File: src/arpc_pkg.sv
// ----------------------------------------------------------------------------
// ARP cache package
// Shared types, field codes and defaults for the ARP cache and responder.
// ----------------------------------------------------------------------------
package arpc_pkg;

    // Default number of cache slots.
    localparam int CACHE_ENTRIES_DEF = 16;

    // Field widths; IP, MAC and type widths are fixed by the packet format.
    localparam int IP_W    = 32;
    localparam int MAC_W   = 48;
    localparam int TYPE_W  = 16;
    localparam int INDEX_W = 4;
    localparam int CODE_W  = 2;
    localparam int DATA_W  = 48;

    // Accepted header values.
    localparam logic [TYPE_W-1:0] HW_ETHERNET = 16'h0001;
    localparam logic [TYPE_W-1:0] PROTO_IPV4  = 16'h0800;
    localparam logic [TYPE_W-1:0] OP_REQUEST  = 16'h0001;
    localparam logic [TYPE_W-1:0] OP_REPLY    = 16'h0002;

    // Result status codes.
    localparam logic [CODE_W-1:0] ST_DROP  = 2'd0;
    localparam logic [CODE_W-1:0] ST_LEARN = 2'd1;
    localparam logic [CODE_W-1:0] ST_REPLY = 2'd2;

    // Cache action codes.
    localparam logic [CODE_W-1:0] ACT_UPDATE = 2'd0;
    localparam logic [CODE_W-1:0] ACT_ADD    = 2'd1;
    localparam logic [CODE_W-1:0] ACT_FULL   = 2'd2;
    localparam logic [CODE_W-1:0] ACT_NONE   = 2'd3;

    // Configuration register indexes.
    localparam logic REG_LOCAL_IP  = 1'b0;
    localparam logic REG_LOCAL_MAC = 1'b1;

    // Search token that walks along the row of cache cells.
    typedef struct packed {
        logic               good;   // header types accepted
        logic               reply;  // request aimed at the local IP
        logic               done;   // slot already found or filled
        logic               hit;    // an existing entry was updated
        logic [INDEX_W-1:0] idx;    // slot that was touched
        logic [IP_W-1:0]    ip;     // sender IP
        logic [MAC_W-1:0]   mac;    // sender MAC
    } tok_t;

endpackage

File: src/arpc_cell.sv
// ----------------------------------------------------------------------------
// ARP cache cell
// One cache slot. Checks the passing token against its entry, updates or
// fills the entry, and hands the registered token on to the next cell.
// ----------------------------------------------------------------------------
module arpc_cell #(
    parameter int SLOT_ID = 0
) (
    input  logic          clk,
    input  logic          rst_n,
    input  logic          in_vld,
    input  arpc_pkg::tok_t in_tok,
    output logic          out_vld,
    output arpc_pkg::tok_t out_tok
);
    import arpc_pkg::*;

    logic             valid_reg;
    logic [IP_W-1:0]  ip_reg;
    logic [MAC_W-1:0] mac_reg;
    logic             tok_vld_reg;
    tok_t             tok_reg;
    tok_t             tok_next;
    logic             act;
    logic             match;
    logic             fill;

    // Only a live, well-typed token that has not settled yet touches the slot.
    // Valid slots are contiguous, so the first empty slot is the free one.
    assign act   = in_vld && in_tok.good && !in_tok.done;
    assign match = act && valid_reg && (ip_reg == in_tok.ip);
    assign fill  = act && !valid_reg;

    // Token seen by the next cell.
    always_comb
    begin
        tok_next      = in_tok;
        tok_next.done = in_tok.done || match || fill;
        tok_next.hit  = in_tok.hit || match;
        if (match || fill)
        begin
            tok_next.idx = INDEX_W'(SLOT_ID);
        end
    end

    // Slot valid flag and token valid.
    always_ff @(posedge clk or negedge rst_n)
    begin
        if (!rst_n)
        begin
            valid_reg   <= 1'b0;
            tok_vld_reg <= 1'b0;
        end
        else
        begin
            tok_vld_reg <= in_vld;
            if (fill)
            begin
                valid_reg <= 1'b1;
            end
        end
    end

    // Entry contents and token payload.
    always_ff @(posedge clk)
    begin
        tok_reg <= tok_next;
        if (fill)
        begin
            ip_reg <= in_tok.ip;
        end
        if (match || fill)
        begin
            mac_reg <= in_tok.mac;
        end
    end

    assign out_vld = tok_vld_reg;
    assign out_tok = tok_reg;

endmodule

File: src/arp_cache_and_responder_unit.sv
// ----------------------------------------------------------------------------
// ARP cache and responder
// Learns sender IP/MAC pairs from received ARP packets in a row of cache cells
// and produces reply fields for requests aimed at the local IP.
// ----------------------------------------------------------------------------
// The result strobe (done) rises once the token has left the last cell and been
// registered; a dropped packet takes the same path and time.
// One packet at a time: the token walks through the row of cells, one cell per
// cycle, and busy stays high until it leaves; no new packet is taken meanwhile.
// Reset clears every cache slot and both local address registers at once.
// The receiver cannot stall: each result is shown for exactly one cycle.
// ----------------------------------------------------------------------------
module arp_cache_and_responder_unit #(
    parameter int CACHE_ENTRIES = arpc_pkg::CACHE_ENTRIES_DEF
) (
    input  logic                              clk,
    input  logic                              rst_n,
    // Configuration writes
    input  logic                              wr_en,
    input  logic                              wr_index,
    input  logic [arpc_pkg::DATA_W-1:0]       wr_data,
    // Packet command
    input  logic                              start,
    output logic                              busy,
    input  logic [arpc_pkg::TYPE_W-1:0]       hw_type,
    input  logic [arpc_pkg::TYPE_W-1:0]       proto_type,
    input  logic [arpc_pkg::TYPE_W-1:0]       opcode,
    input  logic [arpc_pkg::MAC_W-1:0]        sender_mac,
    input  logic [arpc_pkg::IP_W-1:0]         sender_ip,
    input  logic [arpc_pkg::IP_W-1:0]         target_ip,
    // Result
    output logic                              done,
    output logic [arpc_pkg::CODE_W-1:0]       status,
    output logic [arpc_pkg::CODE_W-1:0]       cache_action,
    output logic [arpc_pkg::INDEX_W-1:0]      entry_index,
    output logic [arpc_pkg::MAC_W-1:0]        reply_dest_mac,
    output logic [arpc_pkg::IP_W-1:0]         reply_dest_ip,
    output logic [arpc_pkg::MAC_W-1:0]        reply_src_mac,
    output logic [arpc_pkg::IP_W-1:0]         reply_src_ip
);
    import arpc_pkg::*;

    logic [IP_W-1:0]    local_ip_reg;
    logic [MAC_W-1:0]   local_mac_reg;
    logic               busy_reg;
    logic               done_reg;
    logic [CODE_W-1:0]  status_reg;
    logic [CODE_W-1:0]  action_reg;
    logic [INDEX_W-1:0] index_reg;
    logic [MAC_W-1:0]   tgt_mac_reg;
    logic [IP_W-1:0]    dest_ip_reg;
    logic [MAC_W-1:0]   src_mac_reg;
    logic [IP_W-1:0]    src_ip_reg;

    logic [CACHE_ENTRIES:0] vld_chain;
    tok_t                   tok_chain [CACHE_ENTRIES+1];
    tok_t                   tok_head;
    logic                   accept;
    tok_t                   last_tok;

    assign accept = start && !busy_reg;

    // Configuration register writes.
    always_ff @(posedge clk or negedge rst_n)
    begin
        if (!rst_n)
        begin
            local_ip_reg  <= '0;
            local_mac_reg <= '0;
        end
        else if (wr_en)
        begin
            unique case (wr_index)
                REG_LOCAL_IP:  local_ip_reg  <= wr_data[IP_W-1:0];
                REG_LOCAL_MAC: local_mac_reg <= wr_data[MAC_W-1:0];
                default:       ;
            endcase
        end
    end

    // Build the search token from the accepted beat.
    always_comb
    begin
        tok_head       = '0;
        tok_head.good  = (hw_type == HW_ETHERNET) && (proto_type == PROTO_IPV4);
        tok_head.reply = (opcode == OP_REQUEST) && (target_ip == local_ip_reg);
        tok_head.ip    = sender_ip;
        tok_head.mac   = sender_mac;
    end
    assign tok_chain[0] = tok_head;
    assign vld_chain[0] = accept;

    // Row of cache cells; the token moves one cell per cycle.
    for (genvar g = 0; g < CACHE_ENTRIES; g++)
    begin : g_cell
        arpc_cell #(
            .SLOT_ID (g)
        ) u_cell (
            .clk     (clk),
            .rst_n   (rst_n),
            .in_vld  (vld_chain[g]),
            .in_tok  (tok_chain[g]),
            .out_vld (vld_chain[g+1]),
            .out_tok (tok_chain[g+1])
        );
    end

    assign last_tok = tok_chain[CACHE_ENTRIES];

    // Busy from the accepting edge until the token leaves the row.
    always_ff @(posedge clk or negedge rst_n)
    begin
        if (!rst_n)
        begin
            busy_reg <= 1'b0;
            done_reg <= 1'b0;
        end
        else
        begin
            done_reg <= vld_chain[CACHE_ENTRIES];
            if (accept)
            begin
                busy_reg <= 1'b1;
            end
            else if (vld_chain[CACHE_ENTRIES])
            begin
                busy_reg <= 1'b0;
            end
        end
    end

    // Result beat from the token that left the last cell.
    always_ff @(posedge clk)
    begin
        if (vld_chain[CACHE_ENTRIES])
        begin
            status_reg   <= ST_DROP;
            action_reg   <= ACT_NONE;
            index_reg    <= '0;
            tgt_mac_reg  <= '0;
            dest_ip_reg  <= '0;
            src_mac_reg  <= '0;
            src_ip_reg   <= '0;
            if (last_tok.good)
            begin
                if (last_tok.hit)
                begin
                    action_reg <= ACT_UPDATE;
                    index_reg  <= last_tok.idx;
                end
                else if (last_tok.done)
                begin
                    action_reg <= ACT_ADD;
                    index_reg  <= last_tok.idx;
                end
                else
                begin
                    action_reg <= ACT_FULL;
                end
                status_reg <= ST_LEARN;
                if (last_tok.reply)
                begin
                    status_reg   <= ST_REPLY;
                    tgt_mac_reg  <= last_tok.mac;
                    dest_ip_reg  <= last_tok.ip;
                    src_mac_reg  <= local_mac_reg;
                    src_ip_reg   <= local_ip_reg;
                end
            end
        end
    end

    assign busy           = busy_reg;
    assign done           = done_reg;
    assign status         = status_reg;
    assign cache_action   = action_reg;
    assign entry_index    = index_reg;
    assign reply_dest_mac = tgt_mac_reg;
    assign reply_dest_ip  = dest_ip_reg;
    assign reply_src_mac  = src_mac_reg;
    assign reply_src_ip   = src_ip_reg;

    // At most one token is in the row at any time.
    a_one_token: assert property (@(posedge clk) disable iff (!rst_n)
        $onehot0(vld_chain))
        else $error("more than one search token in the cell row");

    // An accepted beat keeps the block busy in the next cycle.
    a_busy_after_start: assert property (@(posedge clk) disable iff (!rst_n)
        accept |=> busy)
        else $error("busy not raised after an accepted beat");

    // The result beat comes out only once the block is free again.
    a_done_idle: assert property (@(posedge clk) disable iff (!rst_n)
        done |-> !busy)
        else $error("result strobe while a packet is still in flight");

    // A dropped packet never touches the cache.
    a_drop_no_action: assert property (@(posedge clk) disable iff (!rst_n)
        (done && status == ST_DROP) |-> (cache_action == ACT_NONE))
        else $error("dropped packet reported a cache action");

endmodule
File: config.mk
export PLATFORM = sky130hd
export DESIGN_NAME = arp_cache_and_responder_unit
export DESIGN_NICKNAME = d
export VERILOG_FILES = /design/src/arpc_pkg.sv /design/src/arpc_cell.sv /design/src/arp_cache_and_responder_unit.sv
export SDC_FILE = /design/constraint.sdc
export NUM_CORES = 2
export LEC_CHECK = 0
export BUFFER_PORTS_ARGS = -buffer_cell sky130_fd_sc_hd__buf_4
export CAP_MARGIN = 20
export CORE_ASPECT_RATIO = 0.75
export CORE_UTILIZATION = 49
export DETAILED_ROUTE_END_ITERATION = 12
export PLACE_DENSITY = 0.69
export SYNTH_ARGS = -nofsm -noshare
export SYNTH_HDL_FRONTEND = slang
export SYNTH_SLANG_ARGS = --single-unit
export TNS_END_PERCENT = 20
File: constraint.sdc
create_clock -name clk -period 3.95 [get_ports clk]
set_input_delay 0.79 -clock clk [delete_from_list [all_inputs] [get_ports clk]]
set_output_delay 0.79 -clock clk [all_outputs]
set_load 0.03 [all_outputs]
==> summary.txt <==
total CTS buffers -> 179
DR WL/cell -> 17.8 microns
dpl hpwl -> 70.5 mm
worst hold endpoint -> g_cell[0].u_cell.out_tok[0]$_DFF_P_
core box area -> 122,000 sq um
Worst R2R Path Depth -> 5
Final #Nets -> 4,193
unrepaired setup endpoints after global routing -> no
Worst-path clk slew -> 0.07 ns
Max VDD drop -> 0.468 mV
CP Max Fanout -> 6
CP arrival -> 2.85 ns
average size of a mapped cell -> 17.6 sq um
Max-Slew Margin vs Limit -> 0.271
Vias -> 26.8k
Post-CTS Hold Buffers -> 0
status -> finished, final reports clean
nature of the critical path startpoint -> flip-flop
clock latency on the worst-skew pair -> 0.80 ns
initial antenna violation count -> 14
setup tns final -> 0 ns
GRT overflow -> 0
Setup CP Type -> reg2reg
area of the die -> 125,000 sq um
overall power -> 42.9 mW
Synth Instances -> 3,437
IO Pins -> 383
Synth Cell Area -> 60,400 sq um
Global Route Usage Sum -> 0.163
post-synth net total -> 3,650
Post-synth EDFFs -> 680
leading register cell type out of synthesis -> dfxtp_1
postcts setup bufs -> 0
yosys warns -> 0
Hold Path Cell Cnt -> 1
FP Rows -> 111
Initial Util -> 0.494
Syn-to-layout area delta -> 18.4%
CP required -> 4.61 ns
DRC viols -> 0
P_leak -> 28.5 nW
Post-Route WL -> 103 mm
Final period util -> 0.555
max-slew violations -> 0
Max Cap Viol -> 0
largest net degree at the start of global routing -> 96
HP Class -> in2reg
Worst Tran Pin Value -> 1.09 ns
Hold Fails Final Rpt -> 0
vias per std cell -> 4.63
distinct cell type count after synthesis -> 46
Die Y -> 306 microns
proportion of layout cells with a drive suffix above 1 -> 0.192
pwr dens -> 599 nW/um^2
Worst Setup End Kind -> flip-flop
post-route minimum period -> 2.19 ns
CTS Buffer Depth -> 3
CTS sink cnt -> 2,187
clock root buffer -> clkbuf_16
Reg2Reg Setup Slack -> 1.76 ns
launching point of the worst reg2reg path -> g_cell[14].u_cell.ip_reg[4]$_DFFE_PP_
ys async rst share -> 0.0521
GP Congestion -> 0.869
Chip Width -> 407 microns
vias in the first global route -> 26.5k
worst clock skew -> 0.0672 ns
initial drt markers -> 1,853
Fmax -> 456 MHz
Port Buffers -> 382
CTS tree -> built
FF-to-FF End -> g_cell[14].u_cell.out_tok[80]$_SDFF_PP0_
drt pass-1 iters -> 5
#FFs+latches synth -> 2,187
hold path start -> sender_mac[0]
global-route wire length before repair -> 155 mm
H-tree depth -> 4
endpoints failing setup -> 0
number of routed nets with antenna violations -> 0
Seq/Total Area, Yosys -> 0.847
post-CTS sizing -> 0
number of flip-flops in the largest register -> 1,393
[logic make-up after synthesis]
logic type	after synthesis	share of synthesized area
AO/OA/AOI/OAI	18	0.00211
flip-flops	2187	0.847
AND/OR/NAND/NOR	561	0.0552
multiplexers	80	0.0149
buffers and inverters	58	0.00360
XOR/XNOR	533	0.0773
[through the flow]
stage | cells | worst slack (ns) | util | hold slack, ns | instance area, sq um
global route | 5776 | 1.65 | 0.585 | 0.0473 | 71500
CTS | 5775 | 1.69 | 0.585 | 0.0238 | 71500
detailed placement | 5437 | 1.32 | 0.535 | 0.312 | 65400
global placement | 5437 | 1.29 | 0.535 | 0.309 | 65400
floorplan | 3437 | 0.690 | - | 0.310 | 60400
finish | 5776 | 1.76 | 0.585 | 0.106 | 71500
[how the worst max path moves through the flow]
stage	startpoint	endpoint	slack [ns]	cells past startpoint
after floorplan	hw_type[10]	g_cell[0].u_cell.ip_reg[0]$_DFFE_PP_	0.69	5
after global placement	proto_type[6]	g_cell[0].u_cell.ip_reg[14]$_DFFE_PP_	1.29	7
after detailed placement	proto_type[6]	g_cell[0].u_cell.ip_reg[14]$_DFFE_PP_	1.32	7
after CTS	reply_dest_mac[14]$_SDFFCE_PN0P_	reply_dest_mac[14]	1.69	1
after global routing	g_cell[8].u_cell.ip_reg[25]$_DFFE_PP_	g_cell[8].u_cell.out_tok[85]$_DFF_P_	1.65	5
final	g_cell[14].u_cell.ip_reg[4]$_DFFE_PP_	g_cell[14].u_cell.out_tok[80]$_SDFF_PP0_	1.76	5
[power by group]
part	internal, mW	total, mW	switching [mW]
Combinational	0.409	0.699	0.290
Sequential	24.0	24.5	0.497
Clock	9.95	17.7	7.79
[metal layers]
layer  up-vias  GRT usage  share of wire
met5         -          0        0.00046
met3       180     0.0349          0.052
met4         8     0.0595          0.026
li1      12968          -              -
met1     12991      0.221           0.45
met2       624      0.260           0.47
[layout by cell type, fill, tap and decap left out, types with 13 or more instances in the layout]
| master | netlist | final |
|---|---|---|
| xnor2_1 | 143 | 143 |
| clkbuf_8 | 0 | 31 |
| nor4_1 | 109 | 109 |
| clkinv_2 | 0 | 30 |
| edfxtp_1 | 680 | 680 |
| nor2_1 | 60 | 45 |
| inv_1 | 13 | 13 |
| buf_4 | 0 | 403 |
| clkbuf_16 | 0 | 186 |
| and3_1 | 162 | 162 |
| nand3b_1 | 13 | 13 |
| nand4_1 | 47 | 47 |
| nor2_2 | 0 | 15 |
| mux2_2 | 77 | 77 |
| nand2b_1 | 32 | 32 |
| nand2_1 | 50 | 49 |
| clkbuf_1 | 40 | 48 |
| dfrtp_1 | 114 | 113 |
| nand3_1 | 24 | 24 |
| dfxtp_1 | 1393 | 1391 |
| xor2_1 | 390 | 390 |
[critical path, stage by stage, from the launching register on]
cell and delay [ns]:
edfxtp_1 0.37, xor2_1 0.15, nor4_1 0.60, nand4_1 0.24, or3_1 0.52, and3b_1 0.21
[synthesized netlist by cell type, drive strengths merged, types with 15 or more instances]
cell type  instances  share of area
dfrtp            114          0.047
mux2              80          0.015
xnor2            143          0.021
and3             162          0.017
nand2             50         0.0031
nand3             26         0.0023
nand2b            32         0.0033
nor4             112          0.012
xor2             390          0.057
dfxtp           1393           0.46
nand4             47         0.0049
nor2              60         0.0037
clkbuf            40         0.0025
edfxtp           680           0.34
nand3b            15         0.0023
[cell type report]
type,instances,area (sq um)
fillers,9024,50700
diodes,1,2.50
clock inverters,73,838
inverters,13,48.8
repair buffers,407,3110
clock buffers,265,5260
well taps,1638,2050
flip-flops and latches,2187,51200
multi-input cells,1192,9070
Power figures use the tool's default switching activity.
